<file path="config.mk">
export PLATFORM = sky130hd
export DESIGN_NAME = thermistor_smooth_and_linearize_top
export DESIGN_NICKNAME = d
export VERILOG_FILES = /design/src/hw/rtl/tsl_pkg.sv /design/src/hw/rtl/thermistor_smooth_and_linearize_top.sv
export SDC_FILE = /design/constraint.sdc
export NUM_CORES = 1
export LEC_CHECK = 0
export BUFFER_PORTS_ARGS = -buffer_cell sky130_fd_sc_hd__buf_4
export CORE_UTILIZATION = 45
export CTS_CLUSTER_SIZE = 30
export DETAILED_ROUTE_END_ITERATION = 10
export PLACE_DENSITY = 0.62
export SLEW_MARGIN = 20
export SYNTH_ARGS = -nofsm -noshare
export SYNTH_HDL_FRONTEND = slang
export SYNTH_SLANG_ARGS = --single-unit
</file>
<file path="constraint.sdc">
create_clock -name aclk -period 8.96 [get_ports aclk]
set_input_delay 0 -clock aclk [delete_from_list [all_inputs] [get_ports aclk]]
set_output_delay 0 -clock aclk [all_outputs]
set_load 0.02 [all_outputs]
</file>
<file path="src/hw/rtl/tsl_pkg.sv">
// ----------------------------------------------------------------------------
// Thermistor smoothing and linearisation - shared definitions
// Widths, filter and table constants and the count-to-temperature table.
// ----------------------------------------------------------------------------
`default_nettype none

package tsl_pkg;

    // sample and filter sizes
    localparam int ADC_BITS      = 12;
    localparam int FILTER_SHIFT  = 3;
    localparam int SUM_W         = ADC_BITS + FILTER_SHIFT;

    // lookup table geometry
    localparam int TABLE_ENTRIES = 12;
    localparam int IDX_W         = $clog2(TABLE_ENTRIES);
    localparam int STEP_DECI     = 50;

    // temperature and limit widths
    localparam int TEMP_W        = 10;
    localparam int LIMIT_W       = 10;
    localparam int LIMIT_RESET   = 400;
    localparam int TEMP_MAX      = (TABLE_ENTRIES - 1) * STEP_DECI;

    // interpolation divider: quotient is always below STEP_DECI
    localparam int QUOT_W        = $clog2(STEP_DECI);
    localparam int NUM_W         = ADC_BITS + QUOT_W;
    localparam int CNT_W         = $clog2(QUOT_W);

    // descending ADC counts, one entry every 5.0 degC from 0.0 degC
    function automatic logic [ADC_BITS-1:0] count_at(input logic [IDX_W-1:0] idx);
        logic [ADC_BITS-1:0] val;
        unique case (idx)
            IDX_W'(0):  val = ADC_BITS'(3156);
            IDX_W'(1):  val = ADC_BITS'(2955);
            IDX_W'(2):  val = ADC_BITS'(2738);
            IDX_W'(3):  val = ADC_BITS'(2510);
            IDX_W'(4):  val = ADC_BITS'(2278);
            IDX_W'(5):  val = ADC_BITS'(2048);
            IDX_W'(6):  val = ADC_BITS'(1825);
            IDX_W'(7):  val = ADC_BITS'(1614);
            IDX_W'(8):  val = ADC_BITS'(1419);
            IDX_W'(9):  val = ADC_BITS'(1241);
            IDX_W'(10): val = ADC_BITS'(1081);
            IDX_W'(11): val = ADC_BITS'(940);
            default:    val = '0;
        endcase
        return val;
    endfunction

endpackage

`default_nettype wire

</file>
<file path="src/hw/rtl/thermistor_smooth_and_linearize_top.sv">
// ----------------------------------------------------------------------------
// Thermistor smoothing and linearisation - top level
// Moving-average filter on raw counts, table search and interpolation
// through a table compare and a restoring divider under a small sequencer.
// ----------------------------------------------------------------------------
//  channel   direction  handshake            payload
//  s_        in         s_valid / s_ready    s_raw_count
//  m_        out        m_valid / m_ready    m_temperature_deci, m_filtered_count,
//                                            m_too_hot
//  hot_limit in         hot_limit_wr_en      hot_limit_wr_data
//
// An item passes these steps from accept to result: the filter update at the
// accept edge, one table compare a cycle over up to 12 entries, then the
// restoring divider steps for an interpolated count, and a final step to load the
// result. s_ready returns once the result is loaded, so the block takes no new
// item before then.
// Reset (aresetn low, synchronous) clears the filter, the limit to 400 and the
// sequencer. A new item is taken while a finished result still waits; a stalled
// result holds the sequencer in its last step until m_ready.
`default_nettype none

module thermistor_smooth_and_linearize_top (
    input  wire logic                         aclk,
    input  wire logic                         aresetn,
    // input items
    input  wire logic                         s_valid,
    output logic                              s_ready,
    input  wire logic [tsl_pkg::ADC_BITS-1:0] s_raw_count,
    // result items
    output logic                              m_valid,
    input  wire logic                         m_ready,
    output logic [tsl_pkg::TEMP_W-1:0]        m_temperature_deci,
    output logic [tsl_pkg::ADC_BITS-1:0]      m_filtered_count,
    output logic                              m_too_hot,
    // limit register
    input  wire logic                         hot_limit_wr_en,
    input  wire logic [tsl_pkg::LIMIT_W-1:0]  hot_limit_wr_data
);

    import tsl_pkg::*;

    localparam logic [1:0] ST_IDLE   = 2'd0;
    localparam logic [1:0] ST_SEARCH = 2'd1;
    localparam logic [1:0] ST_DIVIDE = 2'd2;
    localparam logic [1:0] ST_FINISH = 2'd3;

    localparam logic [IDX_W-1:0] IDX_LAST = IDX_W'(TABLE_ENTRIES - 1);

    logic [1:0]          state_reg,   state_next;
    logic [SUM_W-1:0]    sum_reg,     sum_next;
    logic                seeded_reg,  seeded_next;
    logic [LIMIT_W-1:0]  limit_reg,   limit_next;
    logic [ADC_BITS-1:0] filt_reg,    filt_next;
    logic [IDX_W-1:0]    idx_reg,     idx_next;
    logic [ADC_BITS-1:0] div_reg,     div_next;
    logic [ADC_BITS-1:0] rem_reg,     rem_next;
    logic [QUOT_W-1:0]   quot_reg,    quot_next;
    logic [CNT_W-1:0]    cnt_reg,     cnt_next;
    logic [TEMP_W-1:0]   temp_reg,    temp_next;
    logic                m_valid_reg, m_valid_next;
    logic [TEMP_W-1:0]   m_temp_reg,  m_temp_next;
    logic [ADC_BITS-1:0] m_filt_reg,  m_filt_next;
    logic                m_hot_reg,   m_hot_next;

    // shared datapath signals
    logic [SUM_W-1:0]    sum_upd;
    logic [ADC_BITS-1:0] tab_val;
    logic [ADC_BITS-1:0] tab_prev;
    logic [ADC_BITS-1:0] span;
    logic [NUM_W-1:0]    num;
    logic [ADC_BITS:0]   trial;
    logic                trial_ge;
    logic [ADC_BITS:0]   trial_diff;
    logic [QUOT_W-1:0]   quot_upd;
    logic                s_fire;

    assign s_ready            = (state_reg == ST_IDLE);
    assign s_fire             = s_valid && s_ready;
    assign m_valid            = m_valid_reg;
    assign m_temperature_deci = m_temp_reg;
    assign m_filtered_count   = m_filt_reg;
    assign m_too_hot          = m_hot_reg;

    // filter update and table access
    always_comb begin
        if (seeded_reg) begin
            sum_upd = sum_reg - (sum_reg >> FILTER_SHIFT) + SUM_W'(s_raw_count);
        end else begin
            sum_upd = SUM_W'(s_raw_count) << FILTER_SHIFT;
        end
        tab_val  = count_at(idx_reg);
        tab_prev = count_at(idx_reg - IDX_W'(1));
        span     = tab_prev - filt_reg;
        num      = NUM_W'(span) * NUM_W'(STEP_DECI);
    end

    // one restoring divider step
    always_comb begin
        trial      = {rem_reg, quot_reg[QUOT_W-1]};
        trial_ge   = (trial >= {1'b0, div_reg});
        trial_diff = trial - {1'b0, div_reg};
        quot_upd   = {quot_reg[QUOT_W-2:0], trial_ge};
    end

    // sequencer
    always_comb begin
        state_next   = state_reg;
        sum_next     = sum_reg;
        seeded_next  = seeded_reg;
        limit_next   = limit_reg;
        filt_next    = filt_reg;
        idx_next     = idx_reg;
        div_next     = div_reg;
        rem_next     = rem_reg;
        quot_next    = quot_reg;
        cnt_next     = cnt_reg;
        temp_next    = temp_reg;
        m_valid_next = m_valid_reg;
        m_temp_next  = m_temp_reg;
        m_filt_next  = m_filt_reg;
        m_hot_next   = m_hot_reg;

        if (hot_limit_wr_en) begin
            limit_next = hot_limit_wr_data;
        end

        // result taken downstream
        if (m_valid_reg && m_ready) begin
            m_valid_next = 1'b0;
        end

        unique case (state_reg)
            ST_IDLE: begin
                if (s_fire) begin
                    sum_next    = sum_upd;
                    seeded_next = 1'b1;
                    filt_next   = sum_upd[SUM_W-1:FILTER_SHIFT];
                    idx_next    = '0;
                    state_next  = ST_SEARCH;
                end
            end
            ST_SEARCH: begin
                if (idx_reg == '0) begin
                    // cold clamp at or above the first entry
                    if (filt_reg >= tab_val) begin
                        temp_next  = '0;
                        state_next = ST_FINISH;
                    end else begin
                        idx_next = idx_reg + IDX_W'(1);
                    end
                end else if (filt_reg > tab_val) begin
                    // segment found: set up the interpolation divide
                    div_next   = tab_prev - tab_val;
                    rem_next   = num[NUM_W-1:QUOT_W];
                    quot_next  = num[QUOT_W-1:0];
                    cnt_next   = CNT_W'(QUOT_W - 1);
                    temp_next  = TEMP_W'(idx_reg - IDX_W'(1)) * TEMP_W'(STEP_DECI);
                    state_next = ST_DIVIDE;
                end else if (idx_reg == IDX_LAST) begin
                    // hot clamp at or below the last entry
                    temp_next  = TEMP_W'(TEMP_MAX);
                    state_next = ST_FINISH;
                end else begin
                    idx_next = idx_reg + IDX_W'(1);
                end
            end
            ST_DIVIDE: begin
                rem_next  = trial_ge ? trial_diff[ADC_BITS-1:0] : trial[ADC_BITS-1:0];
                quot_next = quot_upd;
                cnt_next  = cnt_reg - CNT_W'(1);
                if (cnt_reg == '0) begin
                    temp_next  = temp_reg + TEMP_W'(quot_upd);
                    state_next = ST_FINISH;
                end
            end
            ST_FINISH: begin
                // wait for the output register to free up
                if (!m_valid_reg || m_ready) begin
                    m_valid_next = 1'b1;
                    m_temp_next  = temp_reg;
                    m_filt_next  = filt_reg;
                    m_hot_next   = (temp_reg >= limit_reg);
                    state_next   = ST_IDLE;
                end
            end
            default: begin
                state_next = ST_IDLE;
            end
        endcase
    end

    // control registers
    always_ff @(posedge aclk) begin
        if (!aresetn) begin
            state_reg   <= ST_IDLE;
            sum_reg     <= '0;
            seeded_reg  <= 1'b0;
            limit_reg   <= LIMIT_W'(LIMIT_RESET);
            m_valid_reg <= 1'b0;
        end else begin
            state_reg   <= state_next;
            sum_reg     <= sum_next;
            seeded_reg  <= seeded_next;
            limit_reg   <= limit_next;
            m_valid_reg <= m_valid_next;
        end
    end

    // datapath registers
    always_ff @(posedge aclk) begin
        filt_reg   <= filt_next;
        idx_reg    <= idx_next;
        div_reg    <= div_next;
        rem_reg    <= rem_next;
        quot_reg   <= quot_next;
        cnt_reg    <= cnt_next;
        temp_reg   <= temp_next;
        m_temp_reg <= m_temp_next;
        m_filt_reg <= m_filt_next;
        m_hot_reg  <= m_hot_next;
    end

endmodule

`default_nettype wire
</file>
==> results of run 1 <==
==> timing repair <==
| action | 4_1_cts | 5_1_grt |
|---|---|---|
| endpoints found under the setup margin | 0 | 0 |
| hold buffers | 30 | 0 |
| hold endpoints to repair | 20 | 0 |
==> layout make-up <==
type	instances	area, um^2
well taps	280	350
clock buffers	18	450
repair buffers	83	698
clock inverters	14	116
flip-flops and latches	123	3280
inverters	169	636
fillers	2028	10300
multi-input cells	757	6110
==> per-stage QoR <==
| stage | std cells | util, % |
|---|---|---|
| 2_1_floorplan | 1071 | - |
| 3_3_place_gp | 1382 | 49.1 |
| 6_report | 1444 | 53.0 |
| 3_5_place_dp | 1382 | 49.1 |
| 4_1_cts | 1444 | 53.0 |
| 5_1_grt | 1444 | 53.0 |
==> per-layer routing <==
metal | GRT usage, % | share of wire, % | vias up
li1 | - | - | 3887
met1 | 27.2 | 48 | 3563
met2 | 34.5 | 47 | 116
met3 | 3.19 | 3.1 | 27
met4 | 6.56 | 1.7 | 0
met5 | 0 | 0 | -
==> critical path, delay by kind of cell, from the launching register on <==
| kind | cells | cell delay (ns) |
|---|---|---|
| adder cells (fa/ha/maj) | 7 | 2.70 |
| AO/OA/AOI/OAI | 10 | 2.08 |
| buffers and inverters | 7 | 0.75 |
| AND/OR/NAND/NOR | 5 | 0.59 |
| flip-flops | 1 | 0.57 |
| XOR/XNOR | 2 | 0.40 |
==> cell families (layout without fill, tap and decap cells) <==
| family | Yosys count | after routing | share of synthesized area [%] |
|---|---|---|---|
| compound gates | 232 | 232 | 15.5 |
| xor+xnor | 68 | 68 | 5.89 |
| fa+ha+maj | 175 | 175 | 23.6 |
| buf+inv | 191 | 284 | 7.16 |
| flops | 123 | 123 | 32.5 |
| mux | 35 | 35 | 3.72 |
| simple gates | 247 | 247 | 11.7 |
==> cells in the final DEF (no fill, tap or decap), types with 10 or more instances in the layout <==
cell type	Yosys	routed
dlygate4sd3_1	0	30
inv_1	166	166
nand3_1	22	22
fa_1	26	26
o21a_1	13	13
nor3_1	19	19
nor2_1	71	71
o21ai_0	43	43
o211ai_1	10	10
a31oi_1	10	10
a21o_1	20	20
nor2b_1	15	14
xnor2_1	44	44
ha_1	149	148
xor2_1	24	24
clkbuf_16	0	18
buf_4	1	53
nand2_1	72	72
dfxtp_1	41	41
mux2i_1	26	26
a21oi_1	60	60
edfxtp_1	82	82
==> final timing paths <==
path	endpoint	cells past startpoint
min reg2reg	sum_reg[2]	2
max	rem_reg[10]	31
min	filt_reg[7]	3
max reg2reg	rem_reg[10]	31
==> results.sh, run 1 <==
export IMPL_timing_hold_worst_start="s_raw_count[7]"
export IMPL_crit_path_start_kind="flip-flop"
export IMPL_slowest_delay_ns=0.61
export IMPL_grt_pass1_wl_um=37700
export IMPL_crit_slowest_cell="ha_1"
export IMPL_drc=8
export IMPL_ioPinCount=52
export IMPL_rsz0062_at_grt="false"
export IMPL_start_util_pct=46.1
export IMPL_yosysMostFrequentCell="inv_1"
export IMPL_num_vias=7593
export IMPL_drive_gt1_share_pct=10.4
export IMPL_dp_hpwl_um=17700
export IMPL_path_class="reg2reg"
export IMPL_tightest_slew_ns=0.967
export IMPL_yosys_register_bits=123
export IMPL_ys_seq_area_share_pct=32.5
export IMPL_max_cap_violations=0
export IMPL_wl_per_cell_um=15.7
export IMPL_antenna_found_initial=0
export IMPL_drt_initial_drc_count=385
export IMPL_rows=54
export IMPL_largest_reg_flops=15
export IMPL_slew_headroom_pct=35.5
export IMPL_fp_dieW_um=152
export IMPL_syn_nets=1273
export IMPL_timing_final_ws_setup_ns=1.61
export IMPL_cts_buffer_depth=2
export IMPL_grt_start_max_net_pins=58
export IMPL_worstPathMaxFanout=16
export IMPL_clkTransAtPathRegs_ns=0.06
export IMPL_synthArstFlopShare_pct=0
export IMPL_synth_common_cells="166 x inv_1, 149 x ha_1, 82 x edfxtp_1"
export IMPL_ant_nets=0
export IMPL_dp_slack_ns=1.64
export IMPL_synth_cell_types=75
export IMPL_wl_um=22600
export IMPL_place_port_buffers=51
export IMPL_htreeDepth=4
export IMPL_place_gp_congestion=0.875
export IMPL_overflow=0
export IMPL_die_h_um=152
export IMPL_crit_path_end_kind="flip-flop"
export IMPL_numClockSinks=123
export IMPL_period_minus_slack_ns=7.35
export IMPL_tns_ns=0
export IMPL_dieArea_um2=23100
export IMPL_yosys_area_top_type="edfxtp_1"
export IMPL_fin_area_um2=11600
export IMPL_synth_cells=1071
export IMPL_status="finished, violations left"
export IMPL_synth_flop_cell="edfxtp_1"
export IMPL_period_share_pct=82.1
export IMPL_clock_latency_ns=0.42
export IMPL_required_ns=9.14
export IMPL_cts_root_buf="clkbuf_16"
export IMPL_cpMostUsedCell="inv_1"
export IMPL_grt_pass1_vias=7599
export IMPL_slew_violations=0
export IMPL_rr_startpoint="idx_reg[0]"
export IMPL_synth_top_area_share_pct=24.3
export IMPL_skew_ns=0.00882
export IMPL_setup_viol=0
export IMPL_reg2reg_slack_ns=1.61
export IMPL_min_path_type="in2reg"
export IMPL_mappedNetlistArea_um2=10100
export IMPL_cts_setup_buffers=0
export IMPL_grt_total_usage_pct=20.6
export IMPL_synth_edf_count=82
export IMPL_hold_worst_slack_ns=0.0452
export IMPL_antenna_cells=0
export IMPL_cts_buffers=17
export IMPL_area_growth_syn_to_layout_pct=15.1
export IMPL_synth_warnings=0
export IMPL_fmax_mhz=136
export IMPL_synth_area_leaders="edfxtp_1 24%, ha_1 18%, dfxtp_1 8.1%, inv_1 6.2%, fa_1 5.1%"
export IMPL_placed_area_um2=10800
export IMPL_cts_resized=0
export IMPL_cts_tree="yes"
export IMPL_vias_per_cell=5.26
export IMPL_firstDrtPassIters=10
export IMPL_final_nets=1353
export IMPL_core_area_um2=22000
export IMPL_cp_startpoint="idx_reg[0]"
export IMPL_violations="DRC"
export IMPL_hold_viol_final=0
export IMPL_syn_avg_cell_area_um2=9.44
export IMPL_worst_ep_arrival_time_ns=7.53
Power of run 1 is not shown: default switching activity piles up to over one toggle a cycle in this logic, so the estimate is an artifact.
==> inputs of run 2 (changes only) <==
- PLACE_DENSITY: 0.62 -> 0.64
- clock period: 8.96 -> 6.6 ns (I/O delays scaled with it)
==> run 2 against run 1 <==
Effect of this change: the run still ends with DRC left; cell area up 1.3%; non-clock buffer count increased by 12; global-route usage increased by 0.18 points; hold slack worse by 0.013 ns; critical path type unchanged; critical endpoint unchanged; critical path depth is 4 lower; die area unchanged.
==> results.sh, run 2 (synthesis gave the netlist of run 1 again) <==
export IMPL_status="finished, violations left"
export IMPL_violations="DRC"
export IMPL_firstDrtPassIters=8
export IMPL_fin_area_um2=11800
export IMPL_rr_worst_depth=27
export IMPL_final_cell_mix="163 x inv_1, 147 x ha_1, 82 x edfxtp_1"
export IMPL_crit_path_start_kind="flip-flop"
export IMPL_ant_nets=0
export IMPL_max_cap_violations=0
export IMPL_final_nets=1365
export IMPL_reg2reg_slack_ns=0.41
export IMPL_numPlacedInstances=1394
export IMPL_grt_start_max_net_pins=58
export IMPL_slew_violations=0
export IMPL_rr_startpoint="idx_reg[1]"
export IMPL_rows=54
export IMPL_htreeDepth=4
export IMPL_grt_pass1_vias=7589
export IMPL_nFillCells=1974
export IMPL_path_depth=27
export IMPL_endpoint="rem_reg[10]"
export IMPL_period_minus_slack_ns=6.19
export IMPL_place_port_buffers=51
export IMPL_slew_headroom_pct=36.7
export IMPL_antenna_cells=0
export IMPL_worst_path_buf_inv=5
export IMPL_slowest_delay_ns=0.52
export IMPL_start_util_pct=46.1
export IMPL_grt_total_usage_pct=20.8
export IMPL_wl_per_cell_um=15.8
export IMPL_tns_ns=0
export IMPL_fmax_mhz=161
export IMPL_cts_buffer_depth=2
export IMPL_drt_initial_drc_count=398
export IMPL_cpMostUsedCell="ha_1"
export IMPL_fp_dieW_um=152
export IMPL_worstPathMaxFanout=6
export IMPL_numClockSinks=123
export IMPL_area_growth_syn_to_layout_pct=16.7
export IMPL_wl_um=23000
export IMPL_cts_root_buf="clkbuf_16"
export IMPL_setup_viol=0
export IMPL_cts_tree="yes"
export IMPL_largest_reg_flops=15
export IMPL_overflow=0
export IMPL_grt_pass1_wl_um=38100
export IMPL_required_ns=6.78
export IMPL_tightest_slew_ns=0.949
export IMPL_antenna_found_initial=0
export IMPL_drive_gt1_share_pct=12.1
export IMPL_dieArea_um2=23100
export IMPL_die_h_um=152
export IMPL_hold_viol_final=0
export IMPL_final_cells=1456
export IMPL_core_area_um2=22000
export IMPL_final_common_cell="inv_1"
export IMPL_num_vias=7666
export IMPL_path_class="reg2reg"
export IMPL_place_gp_congestion=0.903
export IMPL_r2r_end="rem_reg[10]"
export IMPL_cts_buffers=17
export IMPL_clkTransAtPathRegs_ns=0.06
export IMPL_period_share_pct=93.8
export IMPL_dp_hpwl_um=17900
export IMPL_crit_slowest_cell="fa_1"
export IMPL_cpLargestDelayFamily="adder cells"
export IMPL_cp_startpoint="idx_reg[1]"
export IMPL_ioPinCount=52
export IMPL_placed_area_um2=10900
export IMPL_drc=7
export IMPL_crit_path_end_kind="flip-flop"
export IMPL_skew_ns=0.0143
export IMPL_vias_per_cell=5.27
export IMPL_clock_latency_ns=0.43
export IMPL_worst_ep_arrival_time_ns=6.37
export IMPL_min_path_type="in2reg"
[run 2: cell count changes in the layout (fill, tap and decap cells not counted), sizes merged]
cell    previous run  this run
buf               53        65
inv              178       179
clkinv             4         3
[run 2: stage by stage]
| step | hold slack [ns] | util (%) | setup WS (ns) |
|---|---|---|---|
| 2_1_floorplan | 0.0986 | - | 0.117 |
| 3_3_place_gp | 0.215 | 49.5 | 0.234 |
| 3_5_place_dp | 0.230 | 49.5 | 0.125 |
| 4_1_cts | 0.0206 | 53.6 | 0.102 |
| 5_1_grt | 0.0774 | 53.7 | -0.0116 |
| 6_report | 0.0320 | 53.7 | 0.407 |
[run 2: worst register-to-register path: cells and delay by family, from the launching register on]
kind            cells  cell delay [ns]
flops               1             0.41
fa+ha+maj           8             2.43
buf+inv             5             0.34
simple gates        4             0.42
compound gates      8             1.97
xor+xnor            2             0.37
[run 2: per-layer routing]
metal,track usage [%],part of all wire (%),vias to the layer above
met1,28.0,48,3587
met5,0,0,-
met3,2.85,3.0,31
met4,8.21,2.5,0
met2,33.7,46,129
li1,-,-,3919
[run 2: cell type report]
cell class              instances  area [um^2]  share of cell area [%]
flip-flops and latches        123         3280                    27.8
repair buffers                 95          788                    6.68
multi-input cells             757         6150                    52.1
inverters                     169          636                    5.39
clock inverters                14          141                    1.20
clock buffers                  18          450                    3.82
well taps                     280          350                    2.97
[run 2: repair_timing]
item	CTS	global route
hold buffers	30	0
hold endpoints to repair	23	0
setup buffers	0	0
gates resized for setup	0	12
setup endpoints to repair	0	4
[run 2: how the worst min path moves through the flow]
stage                               startpoint  slack [ns]      endpoint  depth (start not counted)
after floorplan                        aresetn         0.1  limit_reg[4]                          1
after global placement    hot_limit_wr_data[8]        0.22  limit_reg[8]                          3
after detailed placement  hot_limit_wr_data[8]        0.23  limit_reg[8]                          3
after CTS                       s_raw_count[8]        0.02   filt_reg[8]                          3
after global routing            s_raw_count[6]        0.08   filt_reg[6]                          3
final                           s_raw_count[8]        0.03   filt_reg[8]                          3
Power of run 2 is left out for the same reason.
